[src/sv/assert_macros.svh]
// Assertion helpers used by ptx_out.
// Each macro takes a label, clock, active-low reset, a condition, a consequence and a message.
`ifndef ASSERT_MACROS_SVH
`define ASSERT_MACROS_SVH

// The consequence must hold in the same cycle as the condition.
`define PTX_ASSERT_SAME(label, clk, rst_n, ante, cons, msg) \
	label: assert property (@(posedge clk) disable iff (!rst_n) (ante) |-> (cons)) \
		else $error(msg);

// The consequence must hold in the cycle after the condition.
`define PTX_ASSERT_NEXT(label, clk, rst_n, ante, cons, msg) \
	label: assert property (@(posedge clk) disable iff (!rst_n) (ante) |=> (cons)) \
		else $error(msg);

`endif

[src/sv/ptx_pkg.sv]
package ptx_pkg;

	localparam int SAMPLE_BITS_DEF   = 16;
	localparam int CORDIC_STAGES_DEF = 16;

	localparam int FIELD_W   = 16;
	localparam int PHASE_W   = 16;
	localparam int TEXTURE_W = 19;
	localparam int ANGLE_W   = 33;
	localparam int ATAN_LEN  = 24;

	localparam logic signed [PHASE_W-1:0] HALF_PI_Q13 = 16'sd12868;
	localparam logic signed [PHASE_W-1:0] PI_Q13      = 16'sd25736;
	localparam logic signed [18:0]        SQRT3_Q16   = 19'sd113512;

	localparam int FRAC_SHIFT  = 16;
	localparam int ROOT_PAD    = 20;
	localparam int SUM_SHIFT   = 10;
	localparam int ROUND_BIAS  = 384;
	localparam int ROUND_SHIFT = 8;
	localparam int ANGLE_SHIFT = 17;
	localparam logic signed [ANGLE_W:0] ANGLE_ROUND = 34'sd65536;

	typedef struct packed {
		logic [FIELD_W-1:0] sample_one;
		logic [FIELD_W-1:0] sample_two;
		logic [FIELD_W-1:0] sample_three;
	} ptx_pixel_t;

	typedef struct packed {
		logic signed [PHASE_W-1:0] phase;
		logic [TEXTURE_W-1:0]      texture;
	} ptx_result_t;

	// Phase decided up front for degenerate inputs; travels beside the CORDIC.
	typedef struct packed {
		logic                      special;
		logic signed [PHASE_W-1:0] value;
	} ptx_ph_tag_t;

	// atan(2^-i) in Q2.30.
	function automatic logic signed [ANGLE_W-1:0] ptx_atan(input int idx);
		logic signed [ANGLE_W-1:0] r;
		case (idx)
			0:  r = 33'sd843314857;
			1:  r = 33'sd497837829;
			2:  r = 33'sd263043837;
			3:  r = 33'sd133525159;
			4:  r = 33'sd67021687;
			5:  r = 33'sd33543516;
			6:  r = 33'sd16775851;
			7:  r = 33'sd8388437;
			8:  r = 33'sd4194283;
			9:  r = 33'sd2097149;
			10: r = 33'sd1048576;
			11: r = 33'sd524288;
			12: r = 33'sd262144;
			13: r = 33'sd131072;
			14: r = 33'sd65536;
			15: r = 33'sd32768;
			16: r = 33'sd16384;
			17: r = 33'sd8192;
			18: r = 33'sd4096;
			19: r = 33'sd2048;
			20: r = 33'sd1024;
			21: r = 33'sd512;
			22: r = 33'sd256;
			23: r = 33'sd128;
			default: r = '0;
		endcase
		return r;
	endfunction

endpackage

[src/sv/ptx_back.sv]
module ptx_back import ptx_pkg::*; #(
	parameter int SAMPLE_BITS = SAMPLE_BITS_DEF
) (
	input  logic                      clk,
	input  logic                      arst_n,
	input  logic                      adv,
	input  logic                      in_valid,
	input  logic signed [ANGLE_W-1:0] z,
	input  logic [SAMPLE_BITS+11:0]   root,
	input  logic [SAMPLE_BITS+1:0]    sum,
	input  ptx_ph_tag_t               tag,
	output logic                      out_valid,
	output ptx_result_t               result
);

	localparam int NUM_W  = SAMPLE_BITS + 13;
	localparam int DIV_W  = NUM_W - ROUND_SHIFT + 1;
	localparam int RSH    = DIV_W + 1;
	localparam int PROD_W = 2 * DIV_W;
	localparam logic [PROD_W-1:0] RECIP = PROD_W'((2**RSH + 2) / 3);

	logic signed [ANGLE_W:0]   zb, zsh;
	logic signed [PHASE_W-1:0] ph_cordic, ph;
	logic [NUM_W-1:0]          num;
	logic [NUM_W:0]            nb;
	logic [DIV_W-1:0]          quarter;
	logic [PROD_W-1:0]         prod;

	logic                      v_f1, v_f2;
	logic signed [PHASE_W-1:0] ph_f1, ph_f2;
	logic [DIV_W-1:0]          quarter_f1;
	logic [TEXTURE_W-1:0]      tex_f2;

	// Round the Q2.30 angle to Q3.13, nearest, then clamp to half pi.
	assign zb  = (ANGLE_W+1)'(z) + ANGLE_ROUND;
	assign zsh = zb >>> ANGLE_SHIFT;

	always_comb begin
		if (zsh > HALF_PI_Q13) begin
			ph_cordic = HALF_PI_Q13;
		end else if (zsh < -HALF_PI_Q13) begin
			ph_cordic = -HALF_PI_Q13;
		end else begin
			ph_cordic = PHASE_W'(zsh);
		end
	end

	assign ph = tag.special ? tag.value : ph_cordic;

	// Texture numerator in 1/1024 units; the divide by three follows.
	assign num     = (NUM_W'(sum) << SUM_SHIFT) + NUM_W'(root);
	assign nb      = (NUM_W+1)'(num) + (NUM_W+1)'(ROUND_BIAS);
	assign quarter = DIV_W'(nb >> ROUND_SHIFT);
	assign prod    = PROD_W'(quarter_f1) * RECIP;

	always_ff @(posedge clk or negedge arst_n) begin
		if (!arst_n) begin
			v_f1 <= 1'b0;
			v_f2 <= 1'b0;
		end else if (adv) begin
			v_f1 <= in_valid;
			v_f2 <= v_f1;
		end
	end

	always_ff @(posedge clk) begin
		if (adv) begin
			ph_f1      <= ph;
			quarter_f1 <= quarter;
			ph_f2      <= ph_f1;
			tex_f2     <= TEXTURE_W'(prod >> RSH);
		end
	end

	assign out_valid      = v_f2;
	assign result.phase   = ph_f2;
	assign result.texture = tex_f2;

endmodule

[config.mk]
export PLATFORM = sky130hd
export DESIGN_NAME = ptx_back
export DESIGN_NICKNAME = d
export VERILOG_FILES = /design/src/sv/assert_macros.svh /design/src/sv/ptx_pkg.sv /design/src/sv/ptx_back.sv
export SDC_FILE = /design/constraint.sdc
export NUM_CORES = 1
export LEC_CHECK = 0
export ABC_AREA = 1
export BUFFER_PORTS_ARGS = -buffer_cell sky130_fd_sc_hd__buf_2
export CORE_MARGIN = 3
export CORE_UTILIZATION = 50
export DETAILED_ROUTE_END_ITERATION = 16
export GPL_ROUTABILITY_DRIVEN = 0
export GPL_TIMING_DRIVEN = 0
export PLACE_DENSITY = 0.73
export SLEW_MARGIN = 20
export SYNTH_ARGS = -nofsm -noshare
export SYNTH_HDL_FRONTEND = slang
export SYNTH_SLANG_ARGS = --single-unit
[constraint.sdc]
create_clock -name clk -period 10.1 [get_ports clk]
set_input_delay 2.02 -clock clk [delete_from_list [all_inputs] [get_ports clk]]
set_output_delay 2.02 -clock clk [all_outputs]
set_load 0.02 [all_outputs]
==> impl_metrics.env <==
export IMPL_drc=0
export IMPL_setup_worst_path_end="tex_f2[13]"
export IMPL_worstMarginPinSlew_ns=0.595
export IMPL_ys_ff_latch=74
export IMPL_cap_viol_max_count=0
export IMPL_floorplan_initialDensity_pct=51.7
export IMPL_cp_required_ns=10.19
export IMPL_worstPathArrival_ns=6.68
export IMPL_n_antenna_cell=0
export IMPL_clkTransAtPathRegs_ns=0.06
export IMPL_drt_initial_drc_count=613
export IMPL_rsz0062_at_grt="no"
export IMPL_reg2reg_to="tex_f2[13]"
export IMPL_cp_startpoint="quarter_f1[1]"
export IMPL_io_pins=136
export IMPL_ys_seq_area_share_pct=17.3
export IMPL_drive_gt1_share_pct=10.4
export IMPL_cp_end_kind="flop"
export IMPL_rows=57
export IMPL_die_w_um=166
export IMPL_core_area_um2=24700
export IMPL_maxSlewViolCount=0
export IMPL_run_status="complete, no violations"
export IMPL_hpwl_um=27300
export IMPL_drt_vias_per_instance=5.30
export IMPL_synthCells=1461
export IMPL_root_buffer="clkbuf_16"
export IMPL_period_needed_ns=6.60
export IMPL_yosysWarningCount=0
export IMPL_die_h_um=166
export IMPL_ant_nets=0
export IMPL_cts_max_path_buffers=2
export IMPL_timing_setup_tns_ns=0
export IMPL_cts_buffers_inserted=9
export IMPL_dp_cells=1897
export IMPL_setup_violations=0
export IMPL_synth_edf_count=72
export IMPL_worst_r2r_cell_count=20
export IMPL_synthDistinctLibCells=44
export IMPL_timing_rr_start="quarter_f1[1]"
export IMPL_finClkSkew_ns=0.0124
export IMPL_port_buffers=111
export IMPL_hold_path_class="flop to flop"
export IMPL_grt_pass1_vias=10400
export IMPL_cp_max_fo=9
export IMPL_fmax_ghz=0.152
export IMPL_cts_tree="built"
export IMPL_min_period_over_period_pct=65.3
export IMPL_synth_nets=1945
export IMPL_hold_buffers=0
export IMPL_fin_nets=2068
export IMPL_cts_htree_levels=3
export IMPL_cts_sinks=74
export IMPL_cts_resized=0
export IMPL_fin_area_um2=14100
export IMPL_first_pass_iters=6
export IMPL_whs_ns=0.418
export IMPL_grt_max_degree=66
export IMPL_maxSlewHeadroom_pct=60.2
export IMPL_worstSetupStartpointType="flop"
export IMPL_place_area_um2=13800
export IMPL_routed_wl_um=31000
export IMPL_die_area_um2=27500
export IMPL_rrSetupSlack_ns=3.50
export IMPL_grt_pass1_wl_um=51100
export IMPL_syn2layout_area_growth_pct=10.2
export IMPL_fin_cells=1913
export IMPL_clock_latency_ns=0.34
export IMPL_via_count=10100
export IMPL_post_cts_buffers=0
export IMPL_avgRoutedWirePerCell_um=16.2
export IMPL_ys_async_sr_fraction_pct=2.70
export IMPL_avgSynthCellArea_um2=8.75
export IMPL_antenna_found_initial=0
export IMPL_hold_violations=0
export IMPL_grt_total_usage_pct=22.9
export IMPL_hold_depth=0
export IMPL_syn_cell_area_um2=12800
export IMPL_worstSetupPathType="flop to flop"
export IMPL_overflow=0
export IMPL_synth_top_flop_cell="edfxtp_1"
[layer usage]
| layer | vias to the layer above | global-route usage (%) | share of wire, % |
|---|---|---|---|
| met5 | - | 0 | 0 |
| met4 | 0 | 5.75 | 2.2 |
| met3 | 50 | 4.86 | 7.7 |
| met2 | 353 | 39.8 | 48 |
| met1 | 4822 | 29.3 | 42 |
| li1 | 4908 | - | - |
[worst min-delay path by stage]
stage / from / endpoint / slack, ns
2_1_floorplan: ph_f1[0] / ph_f2[0] / 0.40
3_5_place_dp: ph_f1[12] / ph_f2[12] / 0.40
3_3_place_gp: ph_f1[15] / ph_f2[15] / 0.40
4_1_cts: ph_f1[11] / ph_f2[11] / 0.42
5_1_grt: ph_f1[12] / ph_f2[12] / 0.42
6_report: ph_f1[12] / ph_f2[12] / 0.42
[through the flow]
stage	util (%)	setup WS (ns)
after floorplan	-	4.61
after global placement	55.6	3.59
after detailed placement	55.7	3.63
after CTS	56.9	3.60
after global routing	56.9	3.20
final	56.9	3.50
[cell type report]
class,count,area (µm²)
sequential,74,2210
timing repair buffer,112,586
tap,324,405
clock inverter,7,83.8
multi-input combinational,1048,9280
inverter,334,1250
fill,2147,10700
clock buffer,9,225
buffer,5,42.5
[cells in the final DEF (no fill, tap or decap), drive strengths merged, types with 2 or more instances in the layout]
cell / netlist / routed
inv: 333 / 337
edfxtp: 72 / 72
nand4: 17 / 17
nand2: 253 / 253
nor4: 5 / 5
or2: 3 / 3
a21oi: 76 / 76
a21boi: 2 / 2
ha: 230 / 230
a31oi: 5 / 5
a21o: 9 / 9
clkbuf: 1 / 10
nor3: 6 / 6
fa: 154 / 154
xor2: 34 / 34
xnor2: 19 / 19
and3: 2 / 2
nor2: 116 / 116
o31ai: 3 / 3
o211ai: 2 / 2
a211oi: 2 / 2
nand3: 48 / 48
clkinv: 1 / 2
o21bai: 8 / 8
o21ai: 44 / 44
o21a: 5 / 5
dfrtp: 2 / 2
buf: 3 / 115
[synth_stat cells, types with 5 or more instances]
master | count | area (µm²)
o21ai_0 | 41 | 205
fa_1 | 154 | 3080
a21oi_1 | 76 | 380
o21a_1 | 5 | 37.5
nand2_1 | 242 | 908
nor2_2 | 5 | 31.3
nand2_2 | 9 | 56.3
xor2_1 | 34 | 298
a21o_1 | 9 | 67.6
inv_1 | 331 | 1240
edfxtp_1 | 72 | 2160
nor2_1 | 105 | 394
nor2_4 | 6 | 67.6
nand3_1 | 44 | 220
o21bai_1 | 7 | 52.6
nor3_1 | 5 | 25.0
nor4_1 | 5 | 31.3
xnor2_1 | 19 | 166
ha_1 | 230 | 2880
a31oi_1 | 5 | 31.3
nand4_1 | 17 | 106
[cells by family after synthesis]
family                   count (synthesis)  synth area share [%]
AND/OR/NAND/NOR                        451                  15.3
adder cells (fa/ha/maj)                384                  46.6
buffers and inverters                  339                  10.1
AO/OA/AOI/OAI                          160                  7.07
flip-flops                              74                  17.3
XOR/XNOR                                53                  3.63
[registers in the layout, indices dropped and copies added, names as in the netlist]
| register | count |
|---|---|
| v_f1 | 1 |
| ph_f2 | 16 |
| ph_f1 | 16 |
| quarter_f1 | 21 |
| out_valid | 1 |
| tex_f2 | 19 |
[worst max-delay path: stages (launching register included)]
cell and delay [ns]:
edfxtp_1 0.58, ha_1 0.44, xor2_1 0.51, ha_1 0.27, nor2_1 0.06, fa_1 0.50
inv_1 0.06, fa_1 0.50, fa_1 0.53, fa_1 0.54, inv_1 0.05, fa_1 0.57
inv_1 0.05, ha_1 0.36, nand2_1 0.12, nor2_1 0.16, inv_1 0.11, nor4_1 0.41
nand4_1 0.23, nand3_1 0.19, xor2_1 0.09
Power is not shown: default switching activity piles up to over one toggle a cycle in this logic, so the estimate is an artifact.
