## src/sv/assert_macros.svh

```systemverilog
// Assertion helpers used by ptx_out.
// Each macro takes a label, clock, active-low reset, a condition, a consequence and a message.
`ifndef ASSERT_MACROS_SVH
`define ASSERT_MACROS_SVH

// The consequence must hold in the same cycle as the condition.
`define PTX_ASSERT_SAME(label, clk, rst_n, ante, cons, msg) \
	label: assert property (@(posedge clk) disable iff (!rst_n) (ante) |-> (cons)) \
		else $error(msg);

// The consequence must hold in the cycle after the condition.
`define PTX_ASSERT_NEXT(label, clk, rst_n, ante, cons, msg) \
	label: assert property (@(posedge clk) disable iff (!rst_n) (ante) |=> (cons)) \
		else $error(msg);

`endif

```

## src/sv/ptx_pkg.sv

```systemverilog
package ptx_pkg;

	localparam int SAMPLE_BITS_DEF   = 16;
	localparam int CORDIC_STAGES_DEF = 16;

	localparam int FIELD_W   = 16;
	localparam int PHASE_W   = 16;
	localparam int TEXTURE_W = 19;
	localparam int ANGLE_W   = 33;
	localparam int ATAN_LEN  = 24;

	localparam logic signed [PHASE_W-1:0] HALF_PI_Q13 = 16'sd12868;
	localparam logic signed [PHASE_W-1:0] PI_Q13      = 16'sd25736;
	localparam logic signed [18:0]        SQRT3_Q16   = 19'sd113512;

	localparam int FRAC_SHIFT  = 16;
	localparam int ROOT_PAD    = 20;
	localparam int SUM_SHIFT   = 10;
	localparam int ROUND_BIAS  = 384;
	localparam int ROUND_SHIFT = 8;
	localparam int ANGLE_SHIFT = 17;
	localparam logic signed [ANGLE_W:0] ANGLE_ROUND = 34'sd65536;

	typedef struct packed {
		logic [FIELD_W-1:0] sample_one;
		logic [FIELD_W-1:0] sample_two;
		logic [FIELD_W-1:0] sample_three;
	} ptx_pixel_t;

	typedef struct packed {
		logic signed [PHASE_W-1:0] phase;
		logic [TEXTURE_W-1:0]      texture;
	} ptx_result_t;

	// Phase decided up front for degenerate inputs; travels beside the CORDIC.
	typedef struct packed {
		logic                      special;
		logic signed [PHASE_W-1:0] value;
	} ptx_ph_tag_t;

	// atan(2^-i) in Q2.30.
	function automatic logic signed [ANGLE_W-1:0] ptx_atan(input int idx);
		logic signed [ANGLE_W-1:0] r;
		case (idx)
			0:  r = 33'sd843314857;
			1:  r = 33'sd497837829;
			2:  r = 33'sd263043837;
			3:  r = 33'sd133525159;
			4:  r = 33'sd67021687;
			5:  r = 33'sd33543516;
			6:  r = 33'sd16775851;
			7:  r = 33'sd8388437;
			8:  r = 33'sd4194283;
			9:  r = 33'sd2097149;
			10: r = 33'sd1048576;
			11: r = 33'sd524288;
			12: r = 33'sd262144;
			13: r = 33'sd131072;
			14: r = 33'sd65536;
			15: r = 33'sd32768;
			16: r = 33'sd16384;
			17: r = 33'sd8192;
			18: r = 33'sd4096;
			19: r = 33'sd2048;
			20: r = 33'sd1024;
			21: r = 33'sd512;
			22: r = 33'sd256;
			23: r = 33'sd128;
			default: r = '0;
		endcase
		return r;
	endfunction

endpackage

```

## src/sv/ptx_front.sv

```systemverilog
module ptx_front import ptx_pkg::*; #(
	parameter int SAMPLE_BITS = SAMPLE_BITS_DEF
) (
	input  logic                          clk,
	input  logic                          arst_n,
	input  logic                          adv,
	input  logic                          in_valid,
	input  ptx_pixel_t                    pix,
	output logic                          out_valid,
	output logic signed [SAMPLE_BITS+19:0] cx,
	output logic signed [SAMPLE_BITS+19:0] cy,
	output logic [2*SAMPLE_BITS+23:0]     rad,
	output logic [SAMPLE_BITS+1:0]        sum,
	output ptx_ph_tag_t                   tag
);

	localparam int SB     = SAMPLE_BITS;
	localparam int AW     = SB + 1;
	localparam int XW     = SB + 2;
	localparam int CW     = SB + 20;
	localparam int XSQ_W  = 2 * AW;
	localparam int DSQ_W  = 2 * SB;
	localparam int QW     = 2 * SB + 3;
	localparam int RAD_W  = 2 * SB + 24;

	logic [SB-1:0]        a, b, c;
	logic signed [SB:0]   d;
	logic signed [XW-1:0] x;
	logic [XW-1:0]        sum_c;
	logic [AW-1:0]        xabs;
	logic [SB-1:0]        dabs;
	logic signed [SB:0]   dn;
	ptx_ph_tag_t          tag_c;

	logic                 v_s1, v_s2, v_s3;
	logic [AW-1:0]        xabs_s1;
	logic [SB-1:0]        dabs_s1;
	logic signed [SB:0]   dn_s1;
	logic [XW-1:0]        sum_s1, sum_s2, sum_s3;
	ptx_ph_tag_t          tag_s1, tag_s2, tag_s3;
	logic signed [CW-1:0] cy_mul;
	logic signed [CW-1:0] cx_s2, cy_s2, cx_s3, cy_s3;
	logic [XSQ_W-1:0]     xsq_s2;
	logic [DSQ_W-1:0]     dsq_s2;
	logic [QW-1:0]        quad;
	logic [RAD_W-1:0]     rad_s3;

	assign a = pix.sample_one[SB-1:0];
	assign b = pix.sample_two[SB-1:0];
	assign c = pix.sample_three[SB-1:0];

	assign d     = $signed({1'b0, a}) - $signed({1'b0, c});
	assign x     = $signed({1'b0, b, 1'b0}) - $signed({2'b00, a}) - $signed({2'b00, c});
	assign sum_c = {2'b00, a} + {2'b00, b} + {2'b00, c};
	assign xabs  = x[XW-1] ? AW'(-x) : AW'(x);
	assign dabs  = d[SB] ? SB'(-d) : SB'(d);
	// The CORDIC works in the right half plane, so a negative x flips both terms.
	assign dn    = x[XW-1] ? -d : d;

	always_comb begin
		tag_c = '0;
		if (a == c && b == c) begin
			tag_c.special = 1'b1;
			tag_c.value   = PI_Q13;
		end else if (x == '0) begin
			tag_c.special = 1'b1;
			tag_c.value   = (d > 0) ? HALF_PI_Q13 : -HALF_PI_Q13;
		end else if (d == '0) begin
			tag_c.special = 1'b1;
			tag_c.value   = '0;
		end
	end

	assign cy_mul = CW'(dn_s1) * CW'(SQRT3_Q16);
	assign quad   = QW'(xsq_s2) + QW'(dsq_s2) + (QW'(dsq_s2) << 1);

	always_ff @(posedge clk or negedge arst_n) begin
		if (!arst_n) begin
			v_s1 <= 1'b0;
			v_s2 <= 1'b0;
			v_s3 <= 1'b0;
		end else if (adv) begin
			v_s1 <= in_valid;
			v_s2 <= v_s1;
			v_s3 <= v_s2;
		end
	end

	always_ff @(posedge clk) begin
		if (adv) begin
			xabs_s1 <= xabs;
			dabs_s1 <= dabs;
			dn_s1   <= dn;
			sum_s1  <= sum_c;
			tag_s1  <= tag_c;

			cx_s2   <= $signed(CW'(xabs_s1) << FRAC_SHIFT);
			cy_s2   <= cy_mul;
			xsq_s2  <= XSQ_W'(xabs_s1) * XSQ_W'(xabs_s1);
			dsq_s2  <= DSQ_W'(dabs_s1) * DSQ_W'(dabs_s1);
			sum_s2  <= sum_s1;
			tag_s2  <= tag_s1;

			cx_s3   <= cx_s2;
			cy_s3   <= cy_s2;
			rad_s3  <= RAD_W'(quad) << ROOT_PAD;
			sum_s3  <= sum_s2;
			tag_s3  <= tag_s2;
		end
	end

	assign out_valid = v_s3;
	assign cx        = cx_s3;
	assign cy        = cy_s3;
	assign rad       = rad_s3;
	assign sum       = sum_s3;
	assign tag       = tag_s3;

endmodule

```

## config.mk

```make
export PLATFORM = sky130hd
export DESIGN_NAME = ptx_front
export DESIGN_NICKNAME = d
export VERILOG_FILES = /design/src/sv/assert_macros.svh /design/src/sv/ptx_pkg.sv /design/src/sv/ptx_front.sv
export SDC_FILE = /design/constraint.sdc
export NUM_CORES = 2
export LEC_CHECK = 0
export BUFFER_PORTS_ARGS = -buffer_cell sky130_fd_sc_hd__buf_2
export CORE_ASPECT_RATIO = 1.75
export CORE_MARGIN = 5
export CORE_UTILIZATION = 31
export CTS_CLUSTER_SIZE = 25
export DETAILED_ROUTE_END_ITERATION = 12
export PLACE_DENSITY = 0.45
export SYNTH_ARGS = -nofsm -noshare
export SYNTH_HDL_FRONTEND = slang
export SYNTH_SLANG_ARGS = --single-unit
```

## constraint.sdc

```tcl
create_clock -name clk -period 5.9 [get_ports clk]
set_input_delay 1.77 -clock clk [delete_from_list [all_inputs] [get_ports clk]]
set_output_delay 1.77 -clock clk [all_outputs]
set_load 0.01 [all_outputs]
```

==> qor.csv <==
stage,metric,value,unit
final_layout,area_growth,23.58,%
synthesis,ys_top_cells_by_count,"786 x inv_1, 546 x fa_1, 433 x ha_1",
setup_path,r2r_end,xsq_s2[30],
job,cap_viol_max_count,0,
timing,whs,0.4157,ns
synthesis,synth.most_common_cell,inv_1,
setup_path,crit_path_end_kind,flop,
timing,setup_ws,-0.3962,ns
floorplanning,pin_count,216,
detailed_routing,wl_met3,2.718,mm
detailed_routing,initialDrtViolationCount,801,
global_routing,grt_antenna_before_repair,4,
placement,place.gp.congestion,0.8462,
setup_path,worstSetupPathType,flop to flop,
clock_network,clockBufferDepth,3,
synthesis,synth_edf_count,316,
global_routing,grt_max_degree,93,
placement,io_buffers,170,
floorplanning,die-area,128200,µm²
timing,setup_viol,18,
clock_network,cts_sinks,319,
global_routing,grt_pass1_vias,28786,
synthesis,yosys_warnings,0,
final_layout,drive_gt1_share,23.55,%
detailed_routing,highest_layer,met5,
final_layout,multi_input_area,25720,µm²
setup_path,reg2reg_from,xabs_s1[4],
clock_network,root_buffer,clkbuf_16,
synthesis,synth_cell_types,84,
placement,hpwl,86.54,mm
floorplanning,die_y,469.9,µm
synthesis,synth.avg_cell_area,10.70,µm²
status,violations,setup timing,
synthesis,syn_area,37470,µm²
synthesis,synthCells,3501,
global_routing,track_usage,15.97,%
timing,tightest_slew,0.7738,ns
clock_network,numCtsBuffers,38,
detailed_routing,dr.pass1.iters,5,
detailed_routing,via_per_inst,4.466,
synthesis,ys_seq_area_share,25.52,%
detailed_routing,ant_nets,0,
clock_network,insertion_delay,0.61,ns
setup_path,path_max_fanout,4,
clock_network,cts_htree_levels,2,
detailed_routing,routed_wl,101.3,mm
global_routing,grt_overflow,0,
clock_network,clk_pin_slew,0.06,ns
clock_network,cts_tree,yes,
setup_path,reg2reg_slack,-0.40,ns
floorplanning,core_area,120000,µm²
final_layout,num-fill-cells,11993,
setup_path,worst_setup_path_start_kind,flop,
worst_hold_path,min_to,cy[6],
detailed_routing,route.met2.wl,59.58,mm
timing,final.setup_skew,0.02920,ns
detailed_routing,drc,0,
synthesis,yosys.area.top_type,fa_1,
synthesis,synthTopCellsByArea,"fa_1 29%, edfxtp_1 25%, ha_1 14%",
floorplanning,row_count,168,
setup_path,worstPathArrival,6.75,ns
final_layout,register_area,9564,µm²
detailed_routing,wl_per_cell,17.57,µm
timing,fin_crit_sh,106.7,%
worst_hold_path,min_from,cy_s2[6],
synthesis,ys_ff_latch,319,
detailed_routing,wl_met1,35.59,mm
timing,fmax,158.8,MHz
timing,hold_viol,0,
setup_path,ff2ff_path_depth,21,
timing,finalMaxSlewViolations,0,
synthesis,synth_top_cell_area_share,29.17,%
synthesis,ys.flop_type,edfxtp_1,
worst_hold_path,holdCritPathClass,flop to flop,
status,status,"finished, violations left",
final_layout,nNetsFinal,5151,
floorplanning,die_x,272.8,µm
timing,slew_headroom,48.42,%
worst_hold_path,hold_depth,0,
final_layout,finalInstanceArea,46310,µm²
detailed_routing,num_vias,25748,
timing,grt_setup_unrepaired,yes,
global_routing,grt_pass1_wl,160.2,mm
synthesis,synthArstFlopShare,0.9404,%
placement,placedInstanceArea,43010,µm²
floorplanning,initial_core_util,31.22,%
clock_network,hold_buffers,0,
setup_path,cp.required,6.35,ns
timing,period_minus_slack,6.296,ns
[how the worst max path moves through the flow]
stage | start | end | slack, ns | depth (start not counted)
finish | xabs_s1[4] | xsq_s2[30] | -0.40 | 21
global route | xabs_s1[16] | xsq_s2[32] | -0.67 | 23
CTS | xabs_s1[4] | xsq_s2[32] | -0.48 | 22
detailed placement | xabs_s1[7] | xsq_s2[30] | -0.55 | 24
global placement | xabs_s1[7] | xsq_s2[30] | -0.44 | 24
floorplan | xabs_s1[7] | xsq_s2[31] | -0.18 | 21
[area by class of cell]
cell class,count,area share (%)
flip-flops and latches,319,20.65
multi-input cells,2334,55.53
inverters,786,6.371
well taps,1615,4.364
diodes,1,0.005404
repair buffers,641,10.43
clock inverters,29,0.5728
clock buffers,40,2.070
[worst max-delay path: stages (launching register included)]
cell      delay [ns]
edfxtp_1        0.36
buf_6           0.12
buf_6           0.11
nand2_4         0.05
buf_6           0.13
fa_1            0.54
inv_2           0.06
fa_2            0.54
fa_1            0.44
fa_2            0.59
fa_1            0.43
fa_1            0.56
ha_4            0.22
and2_4          0.14
a221oi_2        0.24
o21bai_1        0.10
and2_1          0.14
a311o_1         0.33
o211ai_1        0.31
o21ai_1         0.14
or4b_1          0.48
nand3_1         0.09
[cell usage in the layout (no fill, tap or decap), types with 24 or more instances in the layout]
| cell type | instances |
|---|---|
| conb_1 | 47 |
| ha_4 | 28 |
| a21oi_1 | 112 |
| nand2b_1 | 24 |
| o21bai_1 | 25 |
| clkbuf_16 | 38 |
| ha_1 | 399 |
| nand3_1 | 33 |
| edfxtp_1 | 316 |
| and2_1 | 89 |
| nand2_1 | 195 |
| a21o_1 | 51 |
| inv_2 | 43 |
| xor2_1 | 42 |
| inv_1 | 743 |
| nor2_1 | 130 |
| o21ai_0 | 46 |
| buf_6 | 63 |
| fa_2 | 36 |
| buf_4 | 391 |
| buf_2 | 169 |
| fa_1 | 510 |
| xnor2_1 | 155 |
| nor3_1 | 28 |
[through the flow]
stage	setup TNS, ns	utilization (%)	cells	worst slack [ns]
finish	-2.705	38.58	5765	-0.3962
global route	-7.462	38.58	5765	-0.6713
detailed placement	-6.829	35.84	5603	-0.5522
CTS	-4.413	37.79	5739	-0.4787
floorplan	-0.3695	-	3546	-0.1848
global placement	-5.262	35.84	5603	-0.4397
[logic make-up after synthesis]
group                      Yosys count  synth area share [%]
DFF                                319                 25.52
xor gates and xnor gates           208                 4.882
buffers and inverters              893                 9.520
adders and majority gates          979                 43.63
AOI/OAI and AO/OA                  418                 7.386
other                                2               0.02004
muxes                                8                0.2337
and+or+nand+nor                    674                 8.805
[layer usage]
layer	vias to the layer above	track usage, %
li1	12390	-
met1	12875	16.30
met2	354	33.17
met3	127	1.745
met4	2	4.687
met5	-	0
[timing repair]
item,in CTS,in global routing
gates resized for setup,147,205
pin swaps,108,129
endpoints found under the setup margin,26,41
setup buffers,72,35
[registers in the layout (all words and copies together), names as in the netlist]
name / cells
rad: 35
xsq_s2: 33
cy: 32
cy_s2: 32
dsq_s2: 30
sum: 18
sum_s1: 18
sum_s2: 18
cx: 17
xabs_s1: 17
cx_s2: 16
dabs_s1: 16
dn_s1: 16
tag: 6
tag_s1: 6
tag_s2: 6
out_valid: 1
v_s1: 1
v_s2: 1
Power is not shown: default switching activity piles up to over one toggle a cycle in this logic, so the estimate is an artifact.
