## src/sv/assert_macros.svh

```systemverilog
// Assertion helpers used by ptx_out.
// Each macro takes a label, clock, active-low reset, a condition, a consequence and a message.
`ifndef ASSERT_MACROS_SVH
`define ASSERT_MACROS_SVH

// The consequence must hold in the same cycle as the condition.
`define PTX_ASSERT_SAME(label, clk, rst_n, ante, cons, msg) \
	label: assert property (@(posedge clk) disable iff (!rst_n) (ante) |-> (cons)) \
		else $error(msg);

// The consequence must hold in the cycle after the condition.
`define PTX_ASSERT_NEXT(label, clk, rst_n, ante, cons, msg) \
	label: assert property (@(posedge clk) disable iff (!rst_n) (ante) |=> (cons)) \
		else $error(msg);

`endif

```

## src/sv/ptx_pkg.sv

```systemverilog
package ptx_pkg;

	localparam int SAMPLE_BITS_DEF   = 16;
	localparam int CORDIC_STAGES_DEF = 16;

	localparam int FIELD_W   = 16;
	localparam int PHASE_W   = 16;
	localparam int TEXTURE_W = 19;
	localparam int ANGLE_W   = 33;
	localparam int ATAN_LEN  = 24;

	localparam logic signed [PHASE_W-1:0] HALF_PI_Q13 = 16'sd12868;
	localparam logic signed [PHASE_W-1:0] PI_Q13      = 16'sd25736;
	localparam logic signed [18:0]        SQRT3_Q16   = 19'sd113512;

	localparam int FRAC_SHIFT  = 16;
	localparam int ROOT_PAD    = 20;
	localparam int SUM_SHIFT   = 10;
	localparam int ROUND_BIAS  = 384;
	localparam int ROUND_SHIFT = 8;
	localparam int ANGLE_SHIFT = 17;
	localparam logic signed [ANGLE_W:0] ANGLE_ROUND = 34'sd65536;

	typedef struct packed {
		logic [FIELD_W-1:0] sample_one;
		logic [FIELD_W-1:0] sample_two;
		logic [FIELD_W-1:0] sample_three;
	} ptx_pixel_t;

	typedef struct packed {
		logic signed [PHASE_W-1:0] phase;
		logic [TEXTURE_W-1:0]      texture;
	} ptx_result_t;

	// Phase decided up front for degenerate inputs; travels beside the CORDIC.
	typedef struct packed {
		logic                      special;
		logic signed [PHASE_W-1:0] value;
	} ptx_ph_tag_t;

	// atan(2^-i) in Q2.30.
	function automatic logic signed [ANGLE_W-1:0] ptx_atan(input int idx);
		logic signed [ANGLE_W-1:0] r;
		case (idx)
			0:  r = 33'sd843314857;
			1:  r = 33'sd497837829;
			2:  r = 33'sd263043837;
			3:  r = 33'sd133525159;
			4:  r = 33'sd67021687;
			5:  r = 33'sd33543516;
			6:  r = 33'sd16775851;
			7:  r = 33'sd8388437;
			8:  r = 33'sd4194283;
			9:  r = 33'sd2097149;
			10: r = 33'sd1048576;
			11: r = 33'sd524288;
			12: r = 33'sd262144;
			13: r = 33'sd131072;
			14: r = 33'sd65536;
			15: r = 33'sd32768;
			16: r = 33'sd16384;
			17: r = 33'sd8192;
			18: r = 33'sd4096;
			19: r = 33'sd2048;
			20: r = 33'sd1024;
			21: r = 33'sd512;
			22: r = 33'sd256;
			23: r = 33'sd128;
			default: r = '0;
		endcase
		return r;
	endfunction

endpackage

```

## src/sv/ptx_out.sv

```systemverilog
`include "assert_macros.svh"

module ptx_out import ptx_pkg::*; (
	input  logic        clk,
	input  logic        arst_n,
	input  logic        pipe_valid,
	input  ptx_result_t pipe_data,
	output logic        adv,
	output logic        in_stall,
	output logic        out_valid,
	output ptx_result_t out_data,
	input  logic        out_stall
);

	logic        out_valid_q, skid_valid_q;
	ptx_result_t out_data_q, skid_data_q;
	logic        out_take, leaving;

	// The pipeline moves unless the skid register holds an item.
	assign adv      = !skid_valid_q;
	assign in_stall = skid_valid_q;
	assign out_take = !out_valid_q || !out_stall;
	assign leaving  = pipe_valid && adv;

	always_ff @(posedge clk or negedge arst_n) begin
		if (!arst_n) begin
			out_valid_q  <= 1'b0;
			skid_valid_q <= 1'b0;
		end else if (out_take) begin
			if (skid_valid_q) begin
				out_valid_q  <= 1'b1;
				skid_valid_q <= 1'b0;
			end else begin
				out_valid_q <= leaving;
			end
		end else if (leaving) begin
			skid_valid_q <= 1'b1;
		end
	end

	always_ff @(posedge clk) begin
		if (out_take) begin
			out_data_q <= skid_valid_q ? skid_data_q : pipe_data;
		end
		if (!out_take && leaving) begin
			skid_data_q <= pipe_data;
		end
	end

	assign out_valid = out_valid_q;
	assign out_data  = out_data_q;

	`PTX_ASSERT_SAME(a_skid_behind_out, clk, arst_n, skid_valid_q, out_valid_q, "skid full with output empty")
	`PTX_ASSERT_NEXT(a_skid_catches, clk, arst_n, out_valid_q && out_stall && !skid_valid_q && pipe_valid, skid_valid_q, "stalled result not caught by skid")
	`PTX_ASSERT_NEXT(a_out_drains, clk, arst_n, out_valid_q && !out_stall && !skid_valid_q && !pipe_valid, !out_valid_q, "output kept a delivered result")

endmodule

```

## config.mk

```make
export PLATFORM = sky130hd
export DESIGN_NAME = ptx_out
export DESIGN_NICKNAME = d
export VERILOG_FILES = /design/src/sv/ptx_pkg.sv /design/src/sv/ptx_out.sv
export VERILOG_INCLUDE_DIRS = /design/src /design/src/sv
export SDC_FILE = /design/constraint.sdc
export NUM_CORES = 1
export LEC_CHECK = 0
export CAP_MARGIN = 20
export CORE_UTILIZATION = 45
export CTS_CLUSTER_DIAMETER = 200
export DETAILED_ROUTE_END_ITERATION = 8
export DONT_BUFFER_PORTS = 1
export GPL_TIMING_DRIVEN = 0
export PLACE_DENSITY_LB_ADDON = 0.05
export SYNTH_ARGS = -nofsm -noshare
export SYNTH_HDL_FRONTEND = slang
export SYNTH_SLANG_ARGS = --single-unit
```

## constraint.sdc

```tcl
create_clock -name clk -period 5.3 [get_ports clk]
set_clock_uncertainty 0.15 [all_clocks]
set_input_delay 0.53 -clock clk [delete_from_list [all_inputs] [get_ports clk]]
set_output_delay 0.53 -clock clk [all_outputs]
set_load 0.05 [all_outputs]
```

==> metrics.txt, run 1 <==
Final Total Pwr 1.237 mW; worst hold start pipe_data[4]; diode count 0; share of cells above drive strength 1 38.93%; slowest CP cell and4b_2; Worst path most repeated cell buf_6; fin crit period ~2.4 ns; Slew headroom 42.15%; status finished clean; FF+latch count, synth 72; final slew viol count 0; worst hold path depth 0; commonest non-fill, non-tap cell in the layout edfxtp_1; I/O pin total 77; Mapped Cells roughly 120; Routed WL around 4 mm; gr ovfl total 0; Syn Area/Cell 22.78 um^2; dpl cell area 2736 um^2; CP Class reg -> reg; setup violators final 0; drt drc 0; Worst Setup Start Kind register; DIE AREA 6183 um^2; chip width 78.63 um; Internal 0.9204 mW; multi-input logic area 452.9 um^2; initial core utilization between 40% and 50%; Net Sw Frac 25.56%; final net count roughly 170; Fillers 458; worst min path class in -> reg; Port Buf Inserts 0; CTS Root Buffer Type clkbuf_8; WL/cell 20.14 um; register area 2152 um^2; critical-path maximum fanout 35; Combinational Power Share 5.0%; CTS H-tree lvls 3; pwr/cell area around 420 nW/um^2; post-route cell area around 2900 um^2; Post-CTS Setup Bufs 0; CTS Buf Count 9; critical path cell sequence buf_6 -> buf_6 -> and4b_2; largest net degree at the start of global routing 36; TritonCTS clock tree yes; total number of vias 1,088; leakage roughly 0.98 nW; max_cap viols 0; Seq pwr share 63.5%; worst slew pin tran 0.8678 ns; vias in the first global route about 1,200; reg2reg setup slack between 2 and 3 ns; Synth-to-Final Area Change 10.32%; Hold Crit Endpoint skid_data_q[4]; CTS sink count 72; arrival time of the worst setup path 2.24 ns; DP HPWL ~2.6 mm; clk_lat worst skew 0.33 ns; Final Wtd Congestion approximately 0.68; vias per cell 5.360; Setup TNS 0 ns; reg-to-reg endpoint skid_data_q[13]; TritonRoute pass-1 iters 4; Iter 0 DRT Violations 56; Fin. Hold Viols 0; CORE AREA 5574 um^2; Yosys cell types 11; worst path required time 5.11 ns; Syn Std Cell Area 2643 um^2; first-pass GRT wire length 6.430 mm; initial antenna violation count 0; num rows 27; die height between 70 and 80 um; Max IR drop VDD 0.0002164 V; clk slew on worst S/H paths 0.07 ns; sequential fraction of the synthesis area 81.44%; fmax around 410 MHz; Crit. End Element register; final worst-path cycle share between 40% and 50%; length in cells of the worst reg-to-reg path 3; Post-Syn Nets 155; Max clock buf depth 2; RR Startpoint in_stall; most frequent cells in the layout 70 x edfxtp_1, 29 x mux2_2, 9 x clkbuf_8; max incr delay on CP a little under 0.9 ns; unrepaired setup endpoints after global routing false; Routed Antenna Nets 0; GRT Total Usage 14.70%; Psw 0.3161 mW; Synth Warn # 0; clock power share 31.5%
-- registers in the layout, indices dropped and copies added, names as in the netlist --
register,count
out_data,35
skid_data_q,35
out_valid,1
in_stall,1
-- worst max-delay path by stage --
| stage | from | to | slack (ns) |
|---|---|---|---|
| global placement | in_stall | skid_data_q[21] | 2.32 |
| global route | in_stall | skid_data_q[21] | 2.74 |
| floorplan | in_stall | skid_data_q[0] | 2.79 |
| CTS | in_stall | skid_data_q[34] | 2.85 |
| detailed placement | in_stall | skid_data_q[15] | 2.84 |
| finish | in_stall | skid_data_q[13] | 2.86 |
-- power by group through the flow --
stage | clock network (mW) | logic [mW] | registers [mW]
2_1_floorplan | 0 | 0.0519 | 0.792
3_3_place_gp | 0 | 0.0600 | 0.797
3_5_place_dp | 0 | 0.0629 | 0.798
4_1_cts | 0.403 | 0.0638 | 0.786
5_1_grt | 0.417 | 0.0682 | 0.789
6_report | 0.389 | 0.0621 | 0.785
-- cell families after synthesis --
| logic type | count (synthesis) | synth area share, % |
|---|---|---|
| AOI/OAI and AO/OA | 2 | 0.7103 |
| and+or+nand+nor | 2 | 0.5207 |
| DFF | 72 | 81.44 |
| buffers and inverters | 5 | 1.562 |
| muxes | 35 | 15.77 |
-- cell usage after synthesis (all sizes together) --
library cell | n | area, um^2
inv | 1 | 3.750
o211a | 1 | 10.01
nand2 | 1 | 3.750
a211o | 1 | 8.760
dfrtp | 2 | 50.05
mux2 | 35 | 416.7
buf | 4 | 37.53
edfxtp | 70 | 2102
and4b | 1 | 10.01
-- what timing repair did --
action	in CTS	in global routing
endpoints found under the setup margin	0	0
resized for setup	0	0
hold buffers	1	0
hold endpoints to repair	2	0
-- layout make-up --
class | count | share of cell area [%]
clock inverter | 1 | 1.030
buffer | 4 | 1.288
timing repair buffer | 1 | 0.3433
inverter | 1 | 0.1288
sequential | 72 | 73.82
tap | 72 | 3.090
clock buffer | 13 | 4.764
multi-input combinational | 39 | 15.54
-- critical path, delay by kind of cell, from the launching register on --
family        cells  cell delay (ns)
simple gates      1             0.87
flops             1             0.60
buf+inv           2             0.41
-- metrics by stage --
| step | setup slack, ns | hold slack [ns] | std cells | util, % |
|---|---|---|---|---|
| after CTS | 2.845 | 0.1226 | 203 | 52.30 |
| after global placement | 2.321 | 0.08447 | 188 | 49.02 |
| final | 2.861 | 0.1407 | 203 | 52.30 |
| after floorplan | 2.794 | 0.08441 | 116 | - |
| after global routing | 2.740 | 0.1225 | 203 | 52.30 |
| after detailed placement | 2.838 | 0.08448 | 188 | 49.09 |
-- metal layers --
layer	GRT usage, %	vias to the layer above	wire length (um)
met5	0	-	0
met3	5.930	10	372
li1	-	483	-
met2	22.70	55	2070
met4	10.00	0	99
met1	16.69	540	1545
No activity file was read; power rests on OpenSTA's default activity.
==> run 2: changes to the inputs <==
==> constraint.sdc (replaced) <==
create_clock -name clk -period 2 [get_ports clk]
set_clock_uncertainty 0.15 [all_clocks]
set_input_delay 0.2 -clock clk [delete_from_list [all_inputs] [get_ports clk]]
set_output_delay 0.2 -clock clk [all_outputs]
set_load 0.05 [all_outputs]
==> run 2 against run 1 <==
Maximum frequency rose by 26%. Cell area is 15% higher. First-iteration DRC count is 1.8% higher. Combinational power grew to 3.9 times the previous value. Hold slack gained 0.031 ns. Wire length up 10%. Non-clock buffer count increased by 40. Die area unchanged. Critical path depth grew 1. Total power rose to 2.7 times the previous value. Sequential power grew to 2.6 times the previous value. Clock power increased to 2.7 times the previous value. Largest power group unchanged.
==> metrics.txt, run 2 (synthesis results as in run 1) <==
final slew viol count 0; reg2reg setup slack 0.07 ns; worst min path class in -> reg; gr ovfl total 0; final net count 208; max_cap viols 0; status finished clean; critical-path maximum fanout 11; Fillers 428; Slew headroom 55.43%; drt drc 0; Iter 0 DRT Violations 57; CTS sink count 72; post-route cell area 3349 um^2; share of cells above drive strength 1 32.95%; fmax 518.6 MHz; unrepaired setup endpoints after global routing false; commonest non-fill, non-tap cell in the layout edfxtp_1; leakage 1.166 nW; fin crit period between 1.5 and 2 ns; CTS Buf Count 9; Final Worst Setup Slack around 0.072 ns; pre-CTS setup slack -0.1573 ns; GRT Total Usage 15.88%; reg-to-reg endpoint out_valid; Setup TNS 0 ns; dpl cell area 2740 um^2; most frequent cells in the layout 70 x edfxtp_1, 40 x dlygate4sd3_1, 29 x mux2_2; diode count 0; I/O pin total 77; pwr/cell area 1007 nW/um^2; worst hold start out_stall; first-pass GRT wire length 6.900 mm; Hold Crit Endpoint skid_data_q[6]; Max IR drop VDD 0.0006846 V; worst hold path depth 1; WL/cell 18.36 um; total number of vias 1,249; num rows 27; Synth-to-Final Area Change 26.75%; TritonRoute pass-1 iters 4; CTS Root Buffer Type clkbuf_8; length in cells of the worst reg-to-reg path 4; die height slightly below 80 um; worst slew pin tran approximately 0.67 ns; CORE AREA 5574 um^2; Routed Antenna Nets 0; DP HPWL 2.658 mm; DIE AREA 6183 um^2; worst path required time 2.06 ns; Max clock buf depth 2; Crit. End Element register; initial core utilization 47.41%; Final Wtd Congestion 0.6702; initial antenna violation count 0; arrival time of the worst setup path 1.99 ns; CP Class reg -> reg; Routed WL 4.499 mm; clk slew on worst S/H paths 0.07 ns; vias per cell about 5.1; Port Buf Inserts 0; largest net degree at the start of global routing 36; Worst Setup Start Kind register; vias in the first global route 1,377; final worst-path cycle share 96.41%; chip width between 70 and 80 um; TritonCTS clock tree yes; clk_lat worst skew between 0.3 and 0.4 ns; Fin. Hold Viols 0; setup violators final 0; CTS H-tree lvls 3; RR Startpoint in_stall
-- run 2: stage by stage --
step	util, %	cells	power, mW	hold WS (ns)
global route	60.09	245	3.493	0.1677
CTS	59.84	244	3.400	0.1670
floorplan	-	116	2.236	-0.2456
global placement	49.16	188	2.272	-0.2455
finish	60.09	245	3.374	0.1719
detailed placement	49.16	188	2.284	-0.2455
-- run 2: cell type report --
class | instances | area, um^2 | share of cell area [%]
clock buffers | 10 | 127.6 | 3.810
well taps | 72 | 90.09 | 2.690
flip-flops and latches | 72 | 2156 | 64.36
plain buffers | 4 | 41.29 | 1.233
clock inverters | 5 | 48.80 | 1.457
multi-input cells | 40 | 474.2 | 14.16
inverters | 1 | 3.754 | 0.1121
repair buffers | 41 | 407.9 | 12.18
-- run 2: report_power, final --
group	total, mW	switching (mW)	leakage, nW	internal [mW]
logic	0.245	0.106	0.378	0.140
clock network	1.05	0.487	0.0933	0.559
registers	2.08	0.292	0.694	1.79
-- run 2: worst max path at each step --
stage | startpoint | end | cells past startpoint
global placement | in_stall | skid_data_q[19] | 3
floorplan | in_stall | skid_data_q[0] | 3
global route | in_stall | out_valid | 4
CTS | in_stall | skid_data_q[7] | 3
finish | in_stall | out_valid | 4
detailed placement | in_stall | skid_data_q[12] | 3
-- run 2: critical path: stages, from the launching register on --
cell	delay, ns
dfrtp_4	0.58
buf_8	0.16
buf_6	0.14
a211o_1	0.23
dlygate4sd3_1	0.56
-- run 2: routing by layer --
metal | GRT usage (%) | vias up | wire, um
li1 | - | 573 | -
met4 | 8.889 | 0 | 74
met5 | 0 | - | 0
met3 | 5.000 | 7 | 269
met1 | 17.97 | 621 | 1808
met2 | 26.52 | 48 | 2347
-- run 2: timing repair --
action / 4_1_cts / 5_1_grt
hold buffers: 40 / 0
hold endpoints to repair: 74 / 0
endpoints found under the setup margin: 35 / 1
gates resized for setup: 2 / 2
gates cloned: 1 / 0
setup buffers: 0 / 1
